<file path="src/rtl/rc6_pkg.sv">
// Shared types and constants for the RC6 mode-0 frame encoder.
`default_nettype none
package rc6_pkg;

  localparam int DATA_BITS  = 20;
  localparam int TOGGLE_POS = 16;
  localparam int ADDR_W     = 8;
  localparam int CMD_W      = 8;
  localparam int TIME_W     = 16;
  localparam int DUR_W      = 17;
  localparam int KIND_W     = 2;
  localparam int CFG_IDX_W  = 2;
  localparam int BIT_IDX_W  = $clog2(DATA_BITS);

  localparam int SEG_COUNT = 45;
  localparam int SEG_W     = $clog2(SEG_COUNT);

  // segment positions within a frame
  localparam int SEG_HMARK       = 0;
  localparam int SEG_HSPACE      = 1;
  localparam int SEG_START_MARK  = 2;
  localparam int SEG_START_SPACE = 3;
  localparam int SEG_BITS0       = 4;
  localparam int SEG_TOG_MARK    = SEG_BITS0 + 2 * (DATA_BITS - 1 - TOGGLE_POS);
  localparam int SEG_TOG_SPACE   = SEG_TOG_MARK + 1;
  localparam int SEG_CLOSE       = SEG_COUNT - 1;

  localparam logic [TIME_W-1:0] UNIT_RST   = 16'd444;
  localparam logic [TIME_W-1:0] HMARK_RST  = 16'd2666;
  localparam logic [TIME_W-1:0] HSPACE_RST = 16'd889;

  localparam int QUEUE_DEPTH_DEF = 2;

  localparam logic STATUS_OK  = 1'b0;
  localparam logic STATUS_ERR = 1'b1;

  typedef enum logic [KIND_W-1:0] {
    KIND_SEND = 2'd0,
    KIND_AUTO = 2'd1,
    KIND_CLR  = 2'd2
  } kind_t;

  typedef enum logic [CFG_IDX_W-1:0] {
    CFG_ENABLE    = 2'd0,
    CFG_UNIT      = 2'd1,
    CFG_HDR_MARK  = 2'd2,
    CFG_HDR_SPACE = 2'd3
  } cfg_idx_t;

  typedef struct packed {
    logic                 err;
    logic [DATA_BITS-1:0] data;
  } req_t;

endpackage
`default_nettype wire

</file>
<file path="src/rtl/rc6_front.sv">
// Front end: accepts request beats, tracks the toggle, queues frame requests.
`default_nettype none
module rc6_front import rc6_pkg::*; (
  input  wire                clk,
  input  wire                rst_n,
  input  wire                in_valid,
  output logic               in_ready,
  input  wire [KIND_W-1:0]   in_kind,
  input  wire [ADDR_W-1:0]   in_address,
  input  wire [CMD_W-1:0]    in_command,
  input  wire                in_toggle,
  input  wire                enable,
  input  wire                q_full,
  output logic               q_push,
  output req_t               q_entry
);

  logic toggle_r, toggle_nxt;
  logic accept;
  logic tog;

  assign in_ready = !q_full;
  assign accept   = in_valid && in_ready;

  always_comb begin
    toggle_nxt = toggle_r;
    q_push     = 1'b0;
    tog        = in_toggle;
    case (kind_t'(in_kind))
      KIND_SEND: begin
        q_push = accept;
      end
      KIND_AUTO: begin
        q_push = accept;
        tog    = toggle_r;
        if (accept) begin
          toggle_nxt = ~toggle_r;
        end
      end
      KIND_CLR: begin
        if (accept) begin
          toggle_nxt = 1'b0;
        end
      end
      default: begin
      end
    endcase
    q_entry.err  = !enable;
    q_entry.data = {(DATA_BITS - TOGGLE_POS - 1)'(0), tog, in_address, in_command};
  end

  always_ff @(posedge clk) begin
    if (!rst_n) begin
      toggle_r <= 1'b0;
    end else begin
      toggle_r <= toggle_nxt;
    end
  end

endmodule
`default_nettype wire

</file>
<file path="src/rtl/rc6_fifo.sv">
// Short request queue between front end and segment sequencer.
`default_nettype none
module rc6_fifo import rc6_pkg::*; #(
  parameter int DEPTH = QUEUE_DEPTH_DEF
) (
  input  wire        clk,
  input  wire        rst_n,
  input  wire        push,
  input  wire req_t  push_entry,
  output logic       full,
  input  wire        pop,
  output logic       head_valid,
  output req_t       head_entry
);

  localparam int PTR_W = (DEPTH > 1) ? $clog2(DEPTH) : 1;
  localparam int CNT_W = $clog2(DEPTH + 1);

  req_t             mem [DEPTH];
  logic [PTR_W-1:0] wr_ptr_r, rd_ptr_r;
  logic [CNT_W-1:0] cnt_r;
  logic             do_push, do_pop;

  assign full       = cnt_r == CNT_W'(DEPTH);
  assign head_valid = cnt_r != '0;
  assign head_entry = mem[rd_ptr_r];
  assign do_push    = push && !full;
  assign do_pop     = pop && head_valid;

  always_ff @(posedge clk) begin
    if (do_push) begin
      mem[wr_ptr_r] <= push_entry;
    end
  end

  always_ff @(posedge clk) begin
    if (!rst_n) begin
      wr_ptr_r <= '0;
      rd_ptr_r <= '0;
      cnt_r    <= '0;
    end else begin
      if (do_push) begin
        wr_ptr_r <= (wr_ptr_r == PTR_W'(DEPTH - 1)) ? '0 : wr_ptr_r + 1'b1;
      end
      if (do_pop) begin
        rd_ptr_r <= (rd_ptr_r == PTR_W'(DEPTH - 1)) ? '0 : rd_ptr_r + 1'b1;
      end
      if (do_push && !do_pop) begin
        cnt_r <= cnt_r + 1'b1;
      end else if (do_pop && !do_push) begin
        cnt_r <= cnt_r - 1'b1;
      end
    end
  end

endmodule
`default_nettype wire

</file>
<file path="src/rtl/rc6_back.sv">
// Segment sequencer: plays one queued frame as mark/space beats.
`default_nettype none
module rc6_back import rc6_pkg::*; (
  input  wire               clk,
  input  wire               rst_n,
  input  wire               q_valid,
  input  wire req_t         q_entry,
  output logic              q_pop,
  input  wire [TIME_W-1:0]  unit_time,
  input  wire [TIME_W-1:0]  hdr_mark,
  input  wire [TIME_W-1:0]  hdr_space,
  output logic              out_valid,
  input  wire               out_ready,
  output logic              out_level,
  output logic [DUR_W-1:0]  out_duration,
  output logic              out_status,
  output logic              out_last
);

  logic [SEG_W-1:0]     seg_r;
  logic                 out_valid_r;
  logic                 level_r, status_r, last_r;
  logic [DUR_W-1:0]     dur_r;

  logic                 adv;
  logic                 last_seg;
  logic                 lvl;
  logic [DUR_W-1:0]     dur;
  logic [SEG_W-1:0]     seg_off;
  logic [BIT_IDX_W-1:0] bit_idx;
  logic                 data_bit;
  logic [DUR_W-1:0]     unit_d;

  assign adv   = q_valid && (!out_valid_r || out_ready);
  assign q_pop = adv && last_seg;
  assign unit_d = DUR_W'(unit_time);

  always_comb begin
    seg_off  = seg_r - SEG_W'(SEG_BITS0);
    bit_idx  = BIT_IDX_W'(DATA_BITS - 1) - BIT_IDX_W'(seg_off[SEG_W-1:1]);
    data_bit = q_entry.data[bit_idx];
    last_seg = q_entry.err || (seg_r == SEG_W'(SEG_CLOSE));
    lvl      = data_bit ^ seg_off[0];
    dur      = unit_d;
    case (seg_r)
      SEG_W'(SEG_HMARK): begin
        lvl = 1'b1;
        dur = DUR_W'(hdr_mark);
      end
      SEG_W'(SEG_HSPACE): begin
        lvl = 1'b0;
        dur = DUR_W'(hdr_space);
      end
      SEG_W'(SEG_START_MARK): begin
        lvl = 1'b1;
      end
      SEG_W'(SEG_START_SPACE): begin
        lvl = 1'b0;
      end
      SEG_W'(SEG_TOG_MARK), SEG_W'(SEG_TOG_SPACE): begin
        dur = {unit_time, 1'b0};
      end
      SEG_W'(SEG_CLOSE): begin
        lvl = 1'b0;
      end
      default: begin
      end
    endcase
    if (q_entry.err) begin
      lvl = 1'b0;
      dur = '0;
    end
  end

  always_ff @(posedge clk) begin
    if (!rst_n) begin
      seg_r       <= '0;
      out_valid_r <= 1'b0;
    end else if (adv) begin
      out_valid_r <= 1'b1;
      seg_r       <= last_seg ? '0 : seg_r + 1'b1;
    end else if (out_ready) begin
      out_valid_r <= 1'b0;
    end
  end

  always_ff @(posedge clk) begin
    if (adv) begin
      level_r  <= lvl;
      dur_r    <= dur;
      status_r <= q_entry.err ? STATUS_ERR : STATUS_OK;
      last_r   <= last_seg;
    end
  end

  assign out_valid    = out_valid_r;
  assign out_level    = level_r;
  assign out_duration = dur_r;
  assign out_status   = status_r;
  assign out_last     = last_r;

endmodule
`default_nettype wire

</file>
<file path="src/rtl/rc6_ir_frame_encoder.sv">
// RC6 mode-0 IR frame encoder: top level with configuration registers.
//
// Each send request becomes a frame of 45 mark/space beats on the result
// channel (level, duration in microseconds), the last one flagged; a send
// while disabled gives one error beat instead. The segment sequencer emits
// one beat per cycle while the receiver does not stall; that sequencer sets
// the throughput. Toggle-reset and unused-kind items are taken at the front
// and produce nothing. A small request queue between front end and
// sequencer lets new requests enter while a frame is still playing. The
// output register holds a finished beat while the receiver stalls, and the
// sequencer waits with it; the next beat is loaded in the cycle the held
// one leaves. A request is written into the queue first, and its first beat
// is then registered in the output register.
`default_nettype none
module rc6_ir_frame_encoder import rc6_pkg::*; #(
  parameter int QUEUE_DEPTH = QUEUE_DEPTH_DEF
) (
  input  wire                  clk,
  input  wire                  rst_n,
  input  wire                  in_valid,
  output logic                 in_ready,
  input  wire [KIND_W-1:0]     in_kind,
  input  wire [ADDR_W-1:0]     in_address,
  input  wire [CMD_W-1:0]      in_command,
  input  wire                  in_toggle,
  output logic                 out_valid,
  input  wire                  out_ready,
  output logic                 out_level,
  output logic [DUR_W-1:0]     out_duration,
  output logic                 out_status,
  output logic                 out_last,
  input  wire                  cfg_we,
  input  wire [CFG_IDX_W-1:0]  cfg_index,
  input  wire [TIME_W-1:0]     cfg_data
);

  logic              enable_r;
  logic [TIME_W-1:0] unit_r, hmark_r, hspace_r;

  logic q_push, q_full, q_pop, q_valid;
  req_t q_in, q_head;

  always_ff @(posedge clk) begin
    if (!rst_n) begin
      enable_r <= 1'b0;
      unit_r   <= UNIT_RST;
      hmark_r  <= HMARK_RST;
      hspace_r <= HSPACE_RST;
    end else if (cfg_we) begin
      case (cfg_idx_t'(cfg_index))
        CFG_ENABLE:    enable_r <= cfg_data[0];
        CFG_UNIT:      unit_r   <= cfg_data;
        CFG_HDR_MARK:  hmark_r  <= cfg_data;
        CFG_HDR_SPACE: hspace_r <= cfg_data;
        default: begin
        end
      endcase
    end
  end

  rc6_front u_front (
    .clk        (clk),
    .rst_n      (rst_n),
    .in_valid   (in_valid),
    .in_ready   (in_ready),
    .in_kind    (in_kind),
    .in_address (in_address),
    .in_command (in_command),
    .in_toggle  (in_toggle),
    .enable     (enable_r),
    .q_full     (q_full),
    .q_push     (q_push),
    .q_entry    (q_in)
  );

  rc6_fifo #(
    .DEPTH (QUEUE_DEPTH)
  ) u_fifo (
    .clk        (clk),
    .rst_n      (rst_n),
    .push       (q_push),
    .push_entry (q_in),
    .full       (q_full),
    .pop        (q_pop),
    .head_valid (q_valid),
    .head_entry (q_head)
  );

  rc6_back u_back (
    .clk          (clk),
    .rst_n        (rst_n),
    .q_valid      (q_valid),
    .q_entry      (q_head),
    .q_pop        (q_pop),
    .unit_time    (unit_r),
    .hdr_mark     (hmark_r),
    .hdr_space    (hspace_r),
    .out_valid    (out_valid),
    .out_ready    (out_ready),
    .out_level    (out_level),
    .out_duration (out_duration),
    .out_status   (out_status),
    .out_last     (out_last)
  );

  a_no_overflow: assert property (@(posedge clk) disable iff (!rst_n)
    q_push |-> !q_full)
    else $error("request queue overflow");

  a_err_single: assert property (@(posedge clk) disable iff (!rst_n)
    out_valid && out_status |-> out_last && out_duration == '0 && !out_level)
    else $error("error beat malformed");

  a_frame_cont: assert property (@(posedge clk) disable iff (!rst_n)
    out_valid && out_ready && !out_last |=> out_valid)
    else $error("gap inside frame");

  a_pop_last: assert property (@(posedge clk) disable iff (!rst_n)
    q_pop |=> out_valid && out_last)
    else $error("queue pop without last beat");

endmodule
`default_nettype wire

</file>
<file path="config.mk">
export PLATFORM = sky130hd
export DESIGN_NAME = rc6_ir_frame_encoder
export DESIGN_NICKNAME = d
export VERILOG_FILES = /design/src/rtl/rc6_pkg.sv /design/src/rtl/rc6_front.sv /design/src/rtl/rc6_fifo.sv /design/src/rtl/rc6_back.sv /design/src/rtl/rc6_ir_frame_encoder.sv
export SDC_FILE = /design/constraint.sdc
export NUM_CORES = 1
export LEC_CHECK = 0
export ABC_AREA = 1
export BUFFER_PORTS_ARGS = -buffer_cell sky130_fd_sc_hd__buf_4
export CAP_MARGIN = 20
export CORE_MARGIN = 2
export CORE_UTILIZATION = 43
export CTS_CLUSTER_SIZE = 30
export DETAILED_ROUTE_END_ITERATION = 10
export PLACE_DENSITY_LB_ADDON = 0.12
export SLEW_MARGIN = 15
export SYNTH_ARGS = -nofsm -noshare
export SYNTH_HDL_FRONTEND = slang
export SYNTH_SLANG_ARGS = --single-unit
</file>
<file path="constraint.sdc">
create_clock -name clk -period 2.4 [get_ports clk]
set_clock_uncertainty 0.1 [all_clocks]
set_input_delay 0.12 -clock clk [delete_from_list [all_inputs] [get_ports clk]]
set_output_delay 0.12 -clock clk [all_outputs]
set_load 0.01 [all_outputs]
</file>
==> run metrics, run 1 <==
slowest CP cell=ha_1; Fin. Hold Viols=0; WL met1=just under 6 mm; netlist area before placement=0.00509 mm²; met2 routed WL=5.47 mm; critical path startpoint category=flip-flop; first drt pass iteration count=5; Max-slew headroom=around 44%; Post-DP HPWL=7.58 mm; # DRC=0; mux cell area share after synthesis=0%; Worst EP required=2.60 ns; hold crit path type=input port to flip-flop; post-synthesis sequential area ratio=a little under three fifths; post-synthesis register bit count=around 120; antenna fix cells=0; post-route minimum period=about 2.2 ns; uppermost routed layer=met4; setup_tns=0 ns; met3 wire length=602 µm; worst setup path class=flip-flop to flip-flop; ratio of final minimum period to clock period=91.9%; Synth Area in Adders=3.20%; unrepaired setup endpoints after global routing=false; first-iteration detailed-routing DRC count=between 200 and 250; GPL Wtd Cong=about 0.80; # fillers=991; number of max-cap violations=0; Tot GR Track Use=20.3%; worst-path maximum fanout=5; post-synth net total=591; YS warnings=0; clk_lat worst skew=approximately 0.42 ns; area delta synth->final=32.7%; vias in the first global route=between 3000 and 4000; Post-Synth XOR/XNOR Area=1.03%; routed vias=slightly above 4000; setup bufs post-CTS=0; chip width=113 µm; Avg Vias per Cell=5.05; Core Util, Final=58.9%; outcome=finished, final reports clean; first-pass GRT wire length=19.9 mm; Avg Cell Area, Syn=9.49 µm²; maximum vdd ir drop=0.749 mV; FMAX=0.453 GHz; Synth area leaders=edfxtp_1 33%, dfxtp_1 24%, nand2_1 7.2%, nand3_1 4.5%, o21ai_0 4.2%; pwr dens=~1100 mW/mm²; ANT nets after route=0; CTS tree=built; share of cells above drive strength 1=19.8%; largest net degree at the start of global routing=54; Yosys top cell area share=between 30% and 40%; crit path DAT=2.41 ns; final WL=12.1 mm; Buf+Inv Stages, Crit Path=1; CTS root buf=clkbuf_16; largest family of logic cells by synthesized area=simple AND/OR/NAND/NOR gates; clk sink count=about 120; cells after synthesis=between 500 and 600; CP max stage delay=roughly 0.35 ns; CP Capture Type=flip-flop; clk buf depth=2; initial antenna violation count=0; critical path, cell by cell=inv_1, ha_1, nand4_1, nand3_1, nand2_1, ha_1, a21oi_1, o21ai_0, o21ai_0, a21oi_1; Die Ht=113 µm; Initial Util=44.4%; Cell Rows=39; Post-Synth Simple-Gate Area=between 15 and 20%; die area=0.0127 mm²; Core Region=approximately 0.011 mm²; PortBufs=63; compound-gate portion of the synthesized area=12.6%; Slew Limit Fails=0; Nets=704; H-tree depth=4; static leakage=2.81 nW; actual slew at the worst max-slew pin=0.835 ns; Final Setup Violations=0; Reg clk slew, reported paths=about 0.05 ns; Synth area leader=edfxtp_1; Num CTS Buffers=17; Cell variety after synth=35; DR WL/cell=15.0 µm; # IOs=64; Crit path max-delay family=adder cells; total grt overflow=0
-- metal layers --
layer	up-vias	GRT usage [%]
li1	2060	-
met1	1905	28.0
met2	90	30.5
met3	12	6.00
met4	0	7.40
met5	-	0
-- cells by family (layout without fill, tap and decap cells) --
kind of cell	Yosys count	in the layout
flip-flops	118	118
buffers and inverters	79	205
AND/OR/NAND/NOR	214	214
XOR/XNOR	6	6
adder cells (fa/ha/maj)	13	13
AO/OA/AOI/OAI	106	106
-- timing repair --
action / in CTS / in global routing
resized for setup: 0 / 2
hold buffers: 37 / 0
endpoints found under the setup margin: 0 / 1
hold endpoints to repair: 84 / 0
-- area by class of cell --
cell class              count  area (µm²)  area share [%]
inverters                  56         220            3.26
clock inverters             5        53.8           0.797
multi-input cells         339        1820            26.9
repair buffers            117         983            14.6
clock buffers              27         576            8.52
well taps                 143         179            2.65
flip-flops and latches    118        2920            43.3
-- final timing paths --
path | startpoint | slack (ns) | depth (start not counted) | end
worst max-delay path | u_back.seg_r[0] | 0.19 | 10 | u_fifo.cnt_r[1]
worst min-delay path | in_valid | 0.03 | 5 | u_front.toggle_r
worst max register to register | u_back.seg_r[0] | 0.19 | 10 | u_fifo.cnt_r[1]
worst min register to register | hspace_r[14] | 0.36 | 2 | hspace_r[14]
-- per-stage QoR --
step | setup slack [ns] | hold WS [ns] | power (mW) | area (µm²) | std cells
after floorplan | 0.202 | 0.119 | 3.94 | 5090 | 536
after global placement | 0.230 | 0.205 | 4.75 | 5740 | 736
after detailed placement | 0.176 | 0.208 | 4.77 | 5740 | 736
after CTS | 0.161 | 0.0209 | 7.43 | 6740 | 805
after global routing | 0.0139 | 0.0544 | 7.77 | 6750 | 805
final | 0.194 | 0.0292 | 7.38 | 6750 | 805
-- cells in the final DEF (no fill, tap or decap), types with 6 or more instances in the layout --
master and count:
inv_1 49, dlygate4sd3_1 37, ha_1 12, a221oi_1 12, nor2_1 54, o22ai_1 9, clkbuf_8 7, o211ai_1 6
a21oi_1 25, o21ai_0 43, dfxtp_1 62, buf_4 79, edfxtp_1 56, clkbuf_16 19, nand3_1 46, nand2_1 97
-- state kept, by name, summed over array words and instances (netlist names), 2 cells and up, named ones only --
name and count:
unit_r 16, u_back.out_duration 17, hspace_r 16, u_fifo.cnt_r 2, u_back.seg_r 6, u_fifo.mem 36, hmark_r 16
-- tightest hold or removal path, cell delays in order --
cell	delay [ns]
buf_4	0.10
nand2_1	0.07
o21ai_0	0.07
nand2_1	0.07
a21oi_1	0.06
-- Yosys cell counts --
master,number
xor2_1,3
clkbuf_1,13
nor2_1,54
nand2_1,97
a211oi_1,2
inv_2,3
dfxtp_1,62
edfxtp_1,56
a21oi_1,25
xnor2_1,3
ha_1,13
a31oi_1,4
nand3_2,2
a22oi_1,1
inv_4,2
nand4_1,3
a21oi_2,1
buf_6,6
nand2_2,1
nand3_1,46
buf_8,1
a221oi_1,12
nor3_1,3
a211o_1,1
o211ai_1,6
o21ai_0,43
nor2_4,2
nor2_2,2
inv_6,1
inv_1,50
nor3b_1,2
o22ai_1,9
a221oi_2,2
nor3_4,2
buf_2,3
-- power by group --
group | leakage, nW | switching (mW) | total, mW | internal (mW)
clock network | 0.316 | 0.867 | 2.61 | 1.74
registers | 1.03 | 0.149 | 2.66 | 2.51
logic | 1.46 | 1.24 | 2.11 | 0.876
total | 2.81 | 2.25 | 7.38 | 5.13
(Power assumes the default switching activity.)
==> run 2: changes to the inputs <==
--- a/config.mk
+++ b/config.mk
@@ -9,10 +9,11 @@
 export BUFFER_PORTS_ARGS = -buffer_cell sky130_fd_sc_hd__buf_4
 export CAP_MARGIN = 20
 export CORE_MARGIN = 2
-export CORE_UTILIZATION = 43
+export CORE_UTILIZATION = 45
 export CTS_CLUSTER_SIZE = 30
 export DETAILED_ROUTE_END_ITERATION = 10
-export PLACE_DENSITY_LB_ADDON = 0.12
+export PLACE_DENSITY = 0.63
+export SETUP_SLACK_MARGIN = 0.2
 export SLEW_MARGIN = 15
 export SYNTH_ARGS = -nofsm -noshare
 export SYNTH_HDL_FRONTEND = slang
==> run 2 against run 1 <==
Net effect:
- via count increased by 1.3%
- sequential share of layout area about the same
- clock power increased by 3%
- utilization increased by 3.0 points
- critical endpoint is now u_back.out_level
==> run metrics, run 2 (synthesis results as in run 1) <==
static leakage=~2.8 nW; Final Total Pwr=about 7.4 mW; first drt pass iteration count=5; Cell Rows=38; total grt overflow=0; Biggest register=u_fifo.mem; Final Instance Area=roughly 0.0068 mm²; outcome=finished, final reports clean; chip width=110 µm; first-pass GRT wire length=19.9 mm; PortBufs=63; worst-path maximum fanout=7; Tot GR Track Use=21.8%; hold crit path type=input port to flip-flop; FMAX=0.481 GHz; final WL=12.1 mm; # fillers=904; Core Region=~0.011 mm²; clk sink count=118; unrepaired setup endpoints after global routing=false; Final Setup Violations=0; Largest register FFs=36; CTS tree=built; actual slew at the worst max-slew pin=~0.75 ns; Avg Vias per Cell=5.14; crit path DAT=2.14 ns; Die Ht=110 µm; commonest non-fill, non-tap cell in the layout=nand2_1; Crit path max-delay family=XOR/XNOR gates; ANT nets after route=0; antenna fix cells=0; ratio of final minimum period to clock period=86.7%; maximum vdd ir drop=0.525 mV; Worst EP required=2.46 ns; first-iteration detailed-routing DRC count=271; largest net degree at the start of global routing=54; Reg clk slew, reported paths=roughly 0.050 ns; slowest CP cell=dfxtp_2; DR WL/cell=15.1 µm; Slew Limit Fails=0; vias in the first global route=4019; Post-DP HPWL=7.52 mm; clk buf depth=2; area delta synth->final=33.0%; die area=0.0122 mm²; Buf+Inv Stages, Crit Path=1; Fin. Hold Viols=0; pwr dens=1100 mW/mm²; Initial Util=46.5%; CTS root buf=clkbuf_16; worst setup path class=flip-flop to flip-flop; initial antenna violation count=0; Nets=703; critical path startpoint category=flip-flop; Post-DP Area=0.00571 mm²; CP max stage delay=0.35 ns; post-route minimum period=2.08 ns; critical path, cell by cell=inv_4, ha_2, xnor2_1, ha_2, xnor2_2, xnor2_1, a211o_1, nand2_1, nand2_1, nand3_1, a21oi_1; Num CTS Buffers=17; CP Capture Type=flip-flop; # DRC=0; routed vias=approximately 4100; hold_ws=0.0407 ns; H-tree depth=4; setup_tns=0 ns; clk_lat worst skew=0.41 ns; Core Util, Final=61.9%; Max-slew headroom=49.8%; multi-input combinational cell area=0.00183 mm²; number of max-cap violations=0; most frequent cells in the layout=96 x nand2_1, 79 x buf_4, 58 x dfxtp_1, 56 x edfxtp_1, 54 x nor2_1; register area=0.00293 mm²; # IOs=64; GPL Wtd Cong=0.830; share of cells above drive strength 1=20.6%
[run 2: cell type report]
class                   count  share of cell area (%)
well taps                 140                    2.59
clock buffers              26                    7.86
repair buffers            116                    14.2
flip-flops and latches    118                    43.3
clock inverters             6                    1.61
multi-input cells         339                    27.1
inverters                  56                    3.33
[run 2: through the flow]
step | instances | setup WS, ns
after floorplan | 536 | 0.202
after global placement | 731 | 0.243
after detailed placement | 731 | 0.185
after CTS | 800 | 0.217
after global routing | 801 | 0.198
final | 801 | 0.320
[run 2: power by group]
| group | internal [mW] | leakage (nW) | switching, mW |
|---|---|---|---|
| combinational | 0.818 | 1.45 | 1.24 |
| sequential | 2.51 | 1.03 | 0.153 |
| clock | 1.84 | 0.311 | 0.850 |
| total | 5.17 | 2.80 | 2.24 |
[run 2: worst register-to-register path: stages (launching register included)]
cell and delay (ns):
dfxtp_2 0.35, inv_4 0.06, ha_2 0.18, xnor2_1 0.12, ha_2 0.21, xnor2_2 0.14
xnor2_1 0.15, a211o_1 0.29, nand2_1 0.06, nand2_1 0.05, nand3_1 0.06, a21oi_1 0.06
[run 2: path summary, 6_finish.rpt]
kind                                 startpoint                to  slack (ns)  cells past startpoint
worst max-delay path            u_back.seg_r[2]  u_back.out_level        0.32                     11
worst min-delay path               cfg_index[0]          enable_r        0.04                      5
worst max register to register  u_back.seg_r[2]  u_back.out_level        0.32                     11
worst min register to register      hspace_r[2]       hspace_r[2]        0.35                      2
[run 2: routing by layer]
metal / vias to the layer above / GRT usage [%] / routed length (µm)
met2: 145 / 34.4 / 5800
met1: 1907 / 28.9 / 5320
met3: 10 / 5.17 / 849
met5: - / 0 / 0
li1: 2056 / - / -
met4: 0 / 8.84 / 128
[run 2: timing repair]
action                                  CTS  global route
gates resized for setup                   2            13
endpoints found under the setup margin    1            16
cloned                                    0             0
hold buffers                             37             0
pin swaps                                 0             5
endpoints found under the hold margin    84             0
buffers inserted                          0             1
==> run 3: changes to the inputs <==
--- a/config.mk
+++ b/config.mk
@@ -12,9 +12,10 @@
 export CORE_UTILIZATION = 45
 export CTS_CLUSTER_SIZE = 30
 export DETAILED_ROUTE_END_ITERATION = 10
-export PLACE_DENSITY = 0.63
+export PLACE_DENSITY = 0.62
 export SETUP_SLACK_MARGIN = 0.2
 export SLEW_MARGIN = 15
 export SYNTH_ARGS = -nofsm -noshare
 export SYNTH_HDL_FRONTEND = slang
+export SYNTH_HIERARCHICAL = 1
 export SYNTH_SLANG_ARGS = --single-unit
==> run 3 against run 2 <==
Net effect:
- utilization decreased by 3.4 points
- fmax shrank 3.6%
- cell area grew 13%
- highest routed layer unchanged
- clock-buffer cell count shrank 8
- largest power group unchanged
- register-to-register slack worse by 0.08 ns
- setup slack got worse by 0.077 ns
==> run metrics, run 3 <==
CTS root buf=clkbuf_16; async set-reset flop share out of synthesis=0%; most frequent cell after synthesis=nand2_1; static leakage=3.28 nW; Main synth FF type=edfxtp_1; first drt pass iteration count=4; most used cell, CP=nand2_1; netlist area before placement=approximately 0.006 mm²; share of cells above drive strength 1=25.6%; actual slew at the worst max-slew pin=about 0.64 ns; Nets=slightly above 800; chip width=120 µm; pwr dens=approximately 850 mW/mm²; setup_tns=0 ns; worst-path maximum fanout=4; Reg clk slew, reported paths=0.05 ns; vias in the first global route=between 4000 and 5000; Final Setup Violations=0; initial antenna violation count=0; most frequent cells in the layout=192 x nand2_1, 87 x nor2_1, 85 x buf_4, 62 x edfxtp_1, 57 x dfxtp_1; Die Ht=120 µm; die area=roughly 0.014 mm²; clk buf depth=2; cells after synthesis=about 670; Initial Util=between 40% and 50%; largest net degree at the start of global routing=58; hold crit path type=input port to flip-flop; DR WL/cell=14.3 µm; Post-DP Area=0.00650 mm²; uppermost routed layer=met4; slowest CP cell=dfxtp_4; Yosys top cell area share=31.0%; mux cell area share after synthesis=5.19%; Post-synth EDFFs=62; Post-Synth Simple-Gate Area=between 20% and 30%; crit path DAT=around 2.2 ns; antenna fix cells=0; Worst EP required=2.46 ns; register area=roughly 0.0031 mm²; CP max stage delay=0.38 ns; post-synthesis sequential area ratio=slightly above 50%; multi-input combinational cell area=0.00241 mm²; CP Capture Type=flip-flop; commonest non-fill, non-tap cell in the layout=nand2_1; critical path startpoint category=flip-flop; Cell variety after synth=39; Avg Cell Area, Syn=approximately 9.0 µm²; met2 routed WL=6.84 mm; Synth area leader=edfxtp_1; YS warnings=6; clk sink count=between 100 and 150; FMAX=0.464 GHz; unrepaired setup endpoints after global routing=true; clk_lat worst skew=0.42 ns; Post-Synth XOR/XNOR Area=0.292%; CTS tree=built; Biggest register=u_fifo/mem; Synth area leaders=edfxtp_1 31%, dfxtp_1 21%, nand2_1 12%, nor2_1 5.7%, mux2_4 5.0%; # fillers=roughly 1100; PortBufs=between 60 and 70; final WL=roughly 14 mm; ratio of final minimum period to clock period=between 80% and 90%; compound-gate portion of the synthesized area=5.77%; Slew Limit Fails=0; met3 wire length=660 µm; outcome=finished, final reports clean; Final Instance Area=0.00768 mm²; largest family of logic cells by synthesized area=simple AND/OR/NAND/NOR gates; Synth Area in Adders=2.08%; # DRC=0; Num CTS Buffers=17; Tot GR Track Use=20.0%; Synth top cells by count=194 x nand2_1, 91 x nor2_1, 62 x dfxtp_1, 62 x edfxtp_1, 61 x inv_1; Cell Rows=42; number of max-cap violations=0; post-synthesis register bit count=124; post-route minimum period=2.16 ns; Largest register FFs=42; first-iteration detailed-routing DRC count=274; Final Total Pwr=6.55 mW; total grt overflow=0; GPL Wtd Cong=0.831; Max-slew headroom=57.6%; Core Region=between 0.01 and 0.015 mm²; ANT nets after route=0; Post-DP HPWL=8.47 mm; maximum vdd ir drop=0.469 mV; critical path, cell by cell=inv_6, ha_4, xnor2_2, ha_2, inv_2, nand2_2, nand2_2, nor2_4, nor2_4, nand2_1, nor2_1, nand2_1, nand3_1, nand2_1, nand2_1, a21oi_2; Fin. Hold Viols=0; area delta synth->final=27.9%; H-tree depth=4; # IOs=64; first-pass GRT wire length=around 22 mm; Avg Vias per Cell=roughly 4.8; routed vias=4598; worst setup path class=flip-flop to flip-flop; WL met1=5.86 mm
==> run 3: cells by family after synthesis <==
kind of cell / after synthesis
buf+inv: 113
flops: 124
simple gates: 350
other cells: 1
compound gates: 44
xor+xnor: 2
fa+ha+maj: 10
mux: 21
==> run 3: through the flow <==
step | setup WS [ns] | hold WS [ns] | instances | utilization, %
floorplan | 0.146 | 0.133 | 667 | -
global placement | 0.237 | 0.206 | 877 | 49.5
detailed placement | 0.128 | 0.208 | 877 | 49.5
CTS | 0.185 | 0.00330 | 949 | 57.3
global route | 0.0999 | 0.0134 | 956 | 58.5
finish | 0.243 | 0.0183 | 956 | 58.5
==> run 3: final timing paths <==
check	start	endpoint	slack, ns	depth (start not counted)
max	u_back/seg_r[2]	u_back/out_level	0.24	16
min	cfg_index[0]	enable_r	0.02	4
max reg2reg	u_back/seg_r[2]	u_back/out_level	0.24	16
min reg2reg	hmark_r[9]	hmark_r[9]	0.37	2
==> run 3: repair_timing <==
| item | 4_1_cts | 5_1_grt |
|---|---|---|
| hold buffers | 40 | 0 |
| cloned | 0 | 0 |
| pin swaps | 0 | 15 |
| setup buffers | 0 | 7 |
| hold endpoints to repair | 85 | 0 |
| endpoints found under the setup margin | 3 | 3 |
| resized for setup | 5 | 32 |
==> run 3: per-layer routing <==
layer  vias up  global-route usage (%)
li1       2319                       -
met1      2140                    23.9
met2       115                    34.1
met3        24                    5.18
met4         0                    8.53
met5         -                       0
==> run 3: power by group <==
group | internal (mW) | total, mW | switching, mW | leakage [nW]
clock network | 1.72 | 2.63 | 0.908 | 0.294
registers | 2.52 | 2.62 | 0.100 | 1.09
logic | 0.588 | 1.30 | 0.717 | 1.90
total | 4.83 | 6.55 | 1.72 | 3.28
==> run 3: area by class of cell <==
cell class | instances | area share (%)
clock buffers | 18 | 5.59
clock inverters | 14 | 2.30
inverters | 68 | 3.55
multi-input cells | 430 | 31.3
flip-flops and latches | 124 | 40.6
well taps | 176 | 2.87
repair buffers | 126 | 13.8
==> run 3: critical path: cells and delay by family (launching register included) <==
| kind | cells | cell delay, ns |
|---|---|---|
| xor+xnor | 1 | 0.13 |
| buf+inv | 2 | 0.12 |
| simple gates | 10 | 0.74 |
| compound gates | 1 | 0.05 |
| fa+ha+maj | 2 | 0.36 |
| flops | 1 | 0.38 |
